File: src/hdl/q2e_pkg.sv
// ----------------------------------------------------------------------------
// q2e_pkg
// Shared widths, constants and the CORDIC arctangent table for the
// quaternion to Euler angle pipeline.
// ----------------------------------------------------------------------------
`default_nettype none

package q2e_pkg;

   localparam int QUAT_FRAC_BITS = 14;
   localparam int CORDIC_STEPS   = 16;
   localparam int TABLE_LEN      = 24;

   localparam int QW      = 16;                       // quaternion component width
   localparam int PROD_W  = 2 * QW;                   // one component product
   // operand width of the atan2 inputs (sums, doubled, offset by one)
   localparam int OPW     = ((2 * QUAT_FRAC_BITS + 2 > PROD_W + 2) ?
                             2 * QUAT_FRAC_BITS + 2 : PROD_W + 2) + 1;
   localparam int CW      = OPW + 2;                  // CORDIC x/y width with growth
   localparam int ANG_FRAC = 16;
   localparam int ZW      = 32;                       // angle accumulator width
   localparam int SINE_W  = 31;                       // pitch sine, 30 fraction bits
   localparam int SQ_IN_W = 61;                       // 2^60 - s^2
   localparam int SQRT_STAGES = 31;
   localparam int ROOT_W  = 31;
   localparam int ANG_W   = 16;
   localparam int PITCH_W = 15;

   localparam logic signed [ZW-1:0] NINETY_Z = ZW'(64'sd9000 <<< ANG_FRAC);
   localparam logic signed [ANG_W-1:0] ANG_MAX = 16'sd18000;
   localparam logic signed [PITCH_W-1:0] PITCH_MAX = 15'sd9000;

   // atan(2^-i) in centidegrees with 16 fraction bits
   function automatic logic signed [ZW-1:0] atan_tab(input int idx);
      logic signed [ZW-1:0] v;
      begin
         unique case (idx)
            0:  v = 32'sd294912000;
            1:  v = 32'sd174096719;
            2:  v = 32'sd91987925;
            3:  v = 32'sd46694507;
            4:  v = 32'sd23437865;
            5:  v = 32'sd11730358;
            6:  v = 32'sd5866610;
            7:  v = 32'sd2933484;
            8:  v = 32'sd1466764;
            9:  v = 32'sd733385;
            10: v = 32'sd366693;
            11: v = 32'sd183346;
            12: v = 32'sd91673;
            13: v = 32'sd45837;
            14: v = 32'sd22918;
            15: v = 32'sd11459;
            16: v = 32'sd5730;
            17: v = 32'sd2865;
            18: v = 32'sd1432;
            19: v = 32'sd716;
            20: v = 32'sd358;
            21: v = 32'sd179;
            22: v = 32'sd90;
            23: v = 32'sd45;
            default: v = '0;
         endcase
         return v;
      end
   endfunction

endpackage

`default_nettype wire

File: src/hdl/q2e_sqrt.sv
// ----------------------------------------------------------------------------
// q2e_sqrt
// Pipelined floored integer square root, one result bit per stage.
// ----------------------------------------------------------------------------
`default_nettype none

module q2e_sqrt (
   input  wire logic                             clock,
   input  wire logic                             en,
   input  wire logic [q2e_pkg::SQ_IN_W-1:0]      radicand,
   output logic      [q2e_pkg::ROOT_W-1:0]       root
);

   localparam int S  = q2e_pkg::SQRT_STAGES;
   localparam int RW = q2e_pkg::SQ_IN_W + 1;

   logic [RW-1:0] n_ff [S];
   logic [RW-1:0] r_ff [S];

   for (genvar k = 0; k < S; k++) begin : g_stage
      logic [RW-1:0] n_prev, r_prev, n_in, r_in, t;
      localparam logic [RW-1:0] BIT = RW'(1) << (2 * (S - 1 - k));

      if (k == 0) begin : g_first
         assign n_prev = RW'(radicand);
         assign r_prev = '0;
      end else begin : g_next
         assign n_prev = n_ff[k-1];
         assign r_prev = r_ff[k-1];
      end

      always_comb begin
         t = r_prev + BIT;
         if (n_prev >= t) begin
            n_in = n_prev - t;
            r_in = (r_prev >> 1) + BIT;
         end else begin
            n_in = n_prev;
            r_in = r_prev >> 1;
         end
      end

      always_ff @(posedge clock) begin
         if (en) begin
            n_ff[k] <= n_in;
            r_ff[k] <= r_in;
         end
      end
   end

   assign root = r_ff[S-1][q2e_pkg::ROOT_W-1:0];

endmodule

`default_nettype wire

File: config.mk
export PLATFORM = sky130hd
export DESIGN_NAME = q2e_sqrt
export DESIGN_NICKNAME = d
export VERILOG_FILES = /design/src/hdl/q2e_pkg.sv /design/src/hdl/q2e_sqrt.sv
export SDC_FILE = /design/constraint.sdc
export NUM_CORES = 2
export LEC_CHECK = 0
export BUFFER_PORTS_ARGS = -buffer_cell sky130_fd_sc_hd__buf_4
export CORE_MARGIN = 5
export CORE_UTILIZATION = 23
export CTS_BUF_LIST = sky130_fd_sc_hd__clkbuf_2
export DETAILED_ROUTE_END_ITERATION = 8
export PLACE_DENSITY = 0.34
export SLEW_MARGIN = 20
export SYNTH_ARGS = -nofsm -noshare
export SYNTH_HDL_FRONTEND = slang
export SYNTH_SLANG_ARGS = --single-unit
File: constraint.sdc
create_clock -name clock -period 4.7 [get_ports clock]
set_clock_uncertainty 0.15 [all_clocks]
set_input_delay 0.47 -clock clock [delete_from_list [all_inputs] [get_ports clock]]
set_output_delay 0.47 -clock clock [all_outputs]
set_load 0.005 [all_outputs]
# [Word-level counts from Yosys, hierarchy flattened]
# Memories as Yosys holds them, arrays and structs flattened.
# Index checks and enable logic that the tools add are counted.
[op_classes] add_sub_neg=91 n_lt_le_gt_ge=31 n_mux=64
[ops] operator="62-bit two-way mux" n=61
[ops] operator="62-bit greater-or-equal comparator" n=30
[ops] operator="62-bit subtractor" n=30
[ops] operator="61-bit by 1-bit adder with 62-bit output, second input constant" n=1
[ops] operator="61-bit by 11-bit adder with 62-bit output, second input constant" n=1
[ops] operator="61-bit by 13-bit adder with 62-bit output, second input constant" n=1
[ops] operator="61-bit by 15-bit adder with 62-bit output, second input constant" n=1
[ops] operator="61-bit by 17-bit adder with 62-bit output, second input constant" n=1
[ops] operator="61-bit by 19-bit adder with 62-bit output, second input constant" n=1
[ops] operator="61-bit by 21-bit adder with 62-bit output, second input constant" n=1
[ops] operator="61-bit by 23-bit adder with 62-bit output, second input constant" n=1
[ops] operator="61-bit by 25-bit adder with 62-bit output, second input constant" n=1
[ops] operator="61-bit by 27-bit adder with 62-bit output, second input constant" n=1
[ops] operator="61-bit by 29-bit adder with 62-bit output, second input constant" n=1
[ops] operator="61-bit by 3-bit adder with 62-bit output, second input constant" n=1
[ops] operator="61-bit by 31-bit adder with 62-bit output, second input constant" n=1
[ops] operator="61-bit by 33-bit adder with 62-bit output, second input constant" n=1
[ops] operator="61-bit by 35-bit adder with 62-bit output, second input constant" n=1
[ops] operator="61-bit by 37-bit adder with 62-bit output, second input constant" n=1
[ops] operator="61-bit by 39-bit adder with 62-bit output, second input constant" n=1
[ops] operator="61-bit by 41-bit adder with 62-bit output, second input constant" n=1
[ops] operator="61-bit by 43-bit adder with 62-bit output, second input constant" n=1
[ops] operator="61-bit by 45-bit adder with 62-bit output, second input constant" n=1
[ops] operator="61-bit by 47-bit adder with 62-bit output, second input constant" n=1
[ops] operator="other kinds (43)" n=44
[totals] wordCells=188 ram_bits=3844 mem_count=2 register_bits=0
[mem_list] memory="n_ff" depth=31 word_bits=62 read_ports=30 rd_ports_with_merged_regs=0 wr=31 line="q2e_sqrt.sv:17" text="logic [RW-1:0] n_ff [S];"
[mem_list] memory="r_ff" depth=31 word_bits=62 read_ports=31 rd_ports_with_merged_regs=0 wr=31 line="q2e_sqrt.sv:18" text="logic [RW-1:0] r_ff [S];"

# [Logic depth before layout (Yosys ltp)]
# An unclocked memory read counts as a cell.
[logic_depth] ltp_word=4 mapped_depth=14

# [Least setup slack after synthesis]
# Ideal clock, no wire load.
[synth_timing] path_kind="register to register" start="mem n_ff[0][854] in the netlist's numbering" end="mem n_ff[0][913] in the netlist's numbering (data pin)" setup_ps=258 period_less_slack_ps=3661 stages_incl_launch_ff=13 arrival_ps=3253 path_slack_ps=1039 cell_sequence="edfxtp_1 -> buf_6 -> or4_4 -> or3_4 -> or4_4 -> or3_4 -> or3_4 -> nor3_2 -> a21bo_1 -> buf_6 -> buf_2 -> nor2_1 -> a21oi_1"
[synth_lines] item="from (decl)" line="q2e_sqrt.sv:17"

==> results.yml <==
global_routing:
  track_usage_pct: 12.8
  antenna_found_initial: 33
  grt_max_degree: 162
  overflow: 0
  grt_pass1_wl_mm: 497
  grt_pass1_vias: 76504
power:
  power_frac_comb_pct: 23.3
  seqPwrFrac_pct: 50.4
  p_per_area_mw_per_mm2: 440
  p_sw_w: 0.0196
  p_clk_share_pct: 26.3
  ir_drop_mv: 0.189
  swShare_pct: 34.1
  p_leak_nw: 49.1
  internal_power_w: 0.0380
layout:
  final_cells: 16956
  fin_area_mm2: 0.131
  drive_above_1_share_pct: 13.9
  area_delta_synth_final_pct: 15.8
  fin_nets: 10550
placement:
  portBuffers: 93
  dp.cells: 15515
  routabilityCongestion: 0.825
  dpl_worst_slack_ps: -36.1
  placed_area_mm2: 0.123
  hpwl_mm: 253
sta:
  setup_viol: 0
  worstMarginPinSlew_ps: 1320
  timing.final.ws_setup_ps: 301
  setup_tns_ps: 0
  rsz0062_at_grt: "no"
  hold_ws_ps: 214
  finalCritPeriodShare_pct: 93.6
  fmax_mhz: 227
  fin_crit_ps: 4400
  finalMaxSlewViolations: 0
  relSlewSlack_pct: 11.5
  hold_viol: 0
floorplanning:
  core-area_mm2: 0.490
  die-area_mm2: 0.507
  ioPinCount: 94
  initial_utilization_pct: 23.1
  fp.dieW_um: 712
  die_h_um: 712
  num_rows: 257
synthesis:
  yosys_warnings: 0
  synth_edf_count: 2356
  yosys.area.top_type: "edfxtp_1"
  ys_ff_latch: 2356
  yosysMostFrequentCell: "edfxtp_1"
  seq_area_frac_synth_pct: 62.5
  synth_top_area_share_pct: 62.5
  postSynthCellCount: 9019
  synth_area_per_cell_um2: 12.6
  yosys-top-cells-count: "edfxtp_1 (2356), inv_1 (637), nor2_1 (628)"
  synthTopCellsByArea: "edfxtp_1 (62%), ha_1 (5.8%), xnor2_1 (3.4%)"
  yosys.cell_types.count: 85
  synth_flop_cell: "edfxtp_1"
  async_flop_share_pct: 0
  synthesis.area_mm2: 0.113
min_path:
  min_path_cells: 0
  hold_path.class: "flip-flop to flip-flop"
  worst_hold_path.endpoint: "n_ff[0][834]$_DFFE_PP_"
  hp-start: "n_ff[0][772]$_DFFE_PP_"
worst_setup_path:
  r2r_slack_ps: 300
  crit_path_top_delay_cell: "nor2_1"
  ff2ff_path_depth: 8
  critPathMostFrequentCell: "nand4_1"
  required_ps: 6340
  crit_path_max_fanout: 56
  crit_path_cell_trace: "ha_1 > nand4_1 > nor2_1 > nand4_1 > o31a_1 > nand3_2 > buf_12 > mux2_2"
  cpPeakStageDelay_ps: 630
  criticalPathCategory: "flip-flop to flip-flop"
  start_kind: "flip-flop"
  worst_setup_path_end_kind: "flip-flop"
  rr_endpoint: "n_ff[1][815]$_DFFE_PP_"
  timing.rr.start: "n_ff[1][773]$_DFFE_PP_"
  arrival_ps: 6040
drt:
  wire_per_inst_um: 19.8
  drcViolationCount: 0
  num_vias: 75045
  drt_iter0_markers: 5159
  vias_per_cell: 4.43
  wirelength_mm: 336
  firstDrtPassIters: 9
  drtAntennaViolNets: 0
outcome:
  status: "completed"
clock_tree:
  root_buffer: "clkbuf_2"
  tritoncts: "done"
  h-tree-depth: 6
  clk_path_buf_depth: 4
  clk_latency_ps: 2160
  cts.reportedPaths.clkPinSlew_ps: 110
  cts_buffers: 673
  clock-sinks: 2356
run:
  max_cap_viol_count: 0
==> logic make-up after synthesis <==
family          after synthesis  synth area share, %
other cells                   1              0.00331
xor+xnor                    831                 6.43
compound gates             1711                 9.38
flops                      2356                 62.5
buf+inv                     839                 2.82
simple gates               2663                 12.2
mux                          95                0.934
fa+ha+maj                   523                 5.78
==> metal layers <==
| layer | global-route usage, % | vias to the layer above | routed length [µm] |
|---|---|---|---|
| met4 | 3.08 | 14 | 6740 |
| met5 | 0 | - | 99 |
| li1 | - | 36185 | - |
| met3 | 2.31 | 522 | 15600 |
| met1 | 16.6 | 36594 | 149000 |
| met2 | 22.1 | 1730 | 164000 |
==> per-stage QoR <==
stage / total power (W) / utilization, %
floorplan: 0.0376 / -
global placement: 0.0430 / 25.0
detailed placement: 0.0430 / 25.0
CTS: 0.0591 / 26.7
global route: 0.0618 / 26.7
finish: 0.0577 / 26.7
==> timing repair <==
| item | CTS | global route |
|---|---|---|
| hold buffers | 249 | 0 |
| endpoints found under the hold margin | 2417 | 0 |
| gates resized for setup | 1 | 0 |
| endpoints found under the setup margin | 11 | 0 |
| buffers inserted | 0 | 0 |
==> worst max-delay path by stage <==
stage	start	end	slack [ps]	cells after the start
after floorplan	n_ff[0][854]$_DFFE_PP_	n_ff[0][913]$_DFFE_PP_	1040	12
after global placement	r_ff[1][216]$_DFFE_PP_	n_ff[1][309]$_DFFE_PP_	-40	11
after detailed placement	r_ff[1][216]$_DFFE_PP_	n_ff[1][309]$_DFFE_PP_	-40	11
after CTS	r_ff[1][216]$_DFFE_PP_	n_ff[1][309]$_DFFE_PP_	160	11
after global routing	r_ff[1][773]$_DFFE_PP_	n_ff[1][856]$_DFFE_PP_	20	10
final	n_ff[1][773]$_DFFE_PP_	n_ff[1][815]$_DFFE_PP_	300	8
==> cells in the final DEF, fill, tap and decap left out, types with 48 or more instances in the layout <==
cell type,n
or4_1,56
o21a_1,98
mux2_2,86
clkbuf_2,946
a21oi_1,623
a21o_1,217
or3_1,101
nand3_1,147
nor4_1,311
nor2b_1,64
nand2b_1,106
xnor2_1,435
o211ai_1,48
nor2_1,627
nand2_1,511
dlygate4sd3_1,248
nand4_1,168
o21ai_0,361
xor2_1,396
ha_1,523
nor3_1,254
edfxtp_1,2356
clkinv_1,135
buf_4,198
inv_1,637
==> critical path: cells and delay by family, from the launching register on <==
kind,cells,cell delay (ps)
AOI/OAI and AO/OA,1,490
adders and majority gates,1,540
buffers and inverters,1,280
DFF,1,480
muxes,1,370
and+or+nand+nor,4,1640
==> power groups by stage <==
stage / clock network (W) / registers [W] / logic (W)
5_1_grt: 0.0174 / 0.0294 / 0.0149
3_3_place_gp: 0 / 0.0297 / 0.0133
2_1_floorplan: 0 / 0.0282 / 0.00941
4_1_cts: 0.0163 / 0.0292 / 0.0135
3_5_place_dp: 0 / 0.0297 / 0.0132
6_report: 0.0152 / 0.0291 / 0.0134
==> registers in the layout, summed over array words and instances (netlist names) <==
register / flops
r_ff: 496
n_ff: 1860
==> layout make-up <==
cell class / instances / area, µm²
Timing Repair Buffer: 470 / 4460
Sequential cell: 2356 / 70700
Antenna cell: 19 / 47.5
Clock inverter: 227 / 1270
Fill cell: 50976 / 359000
Clock buffer: 946 / 4730
Multi-Input combinational cell: 5825 / 39400
Inverter: 638 / 2390
Tap cell: 6475 / 8100
(Power assumes the default switching activity.)
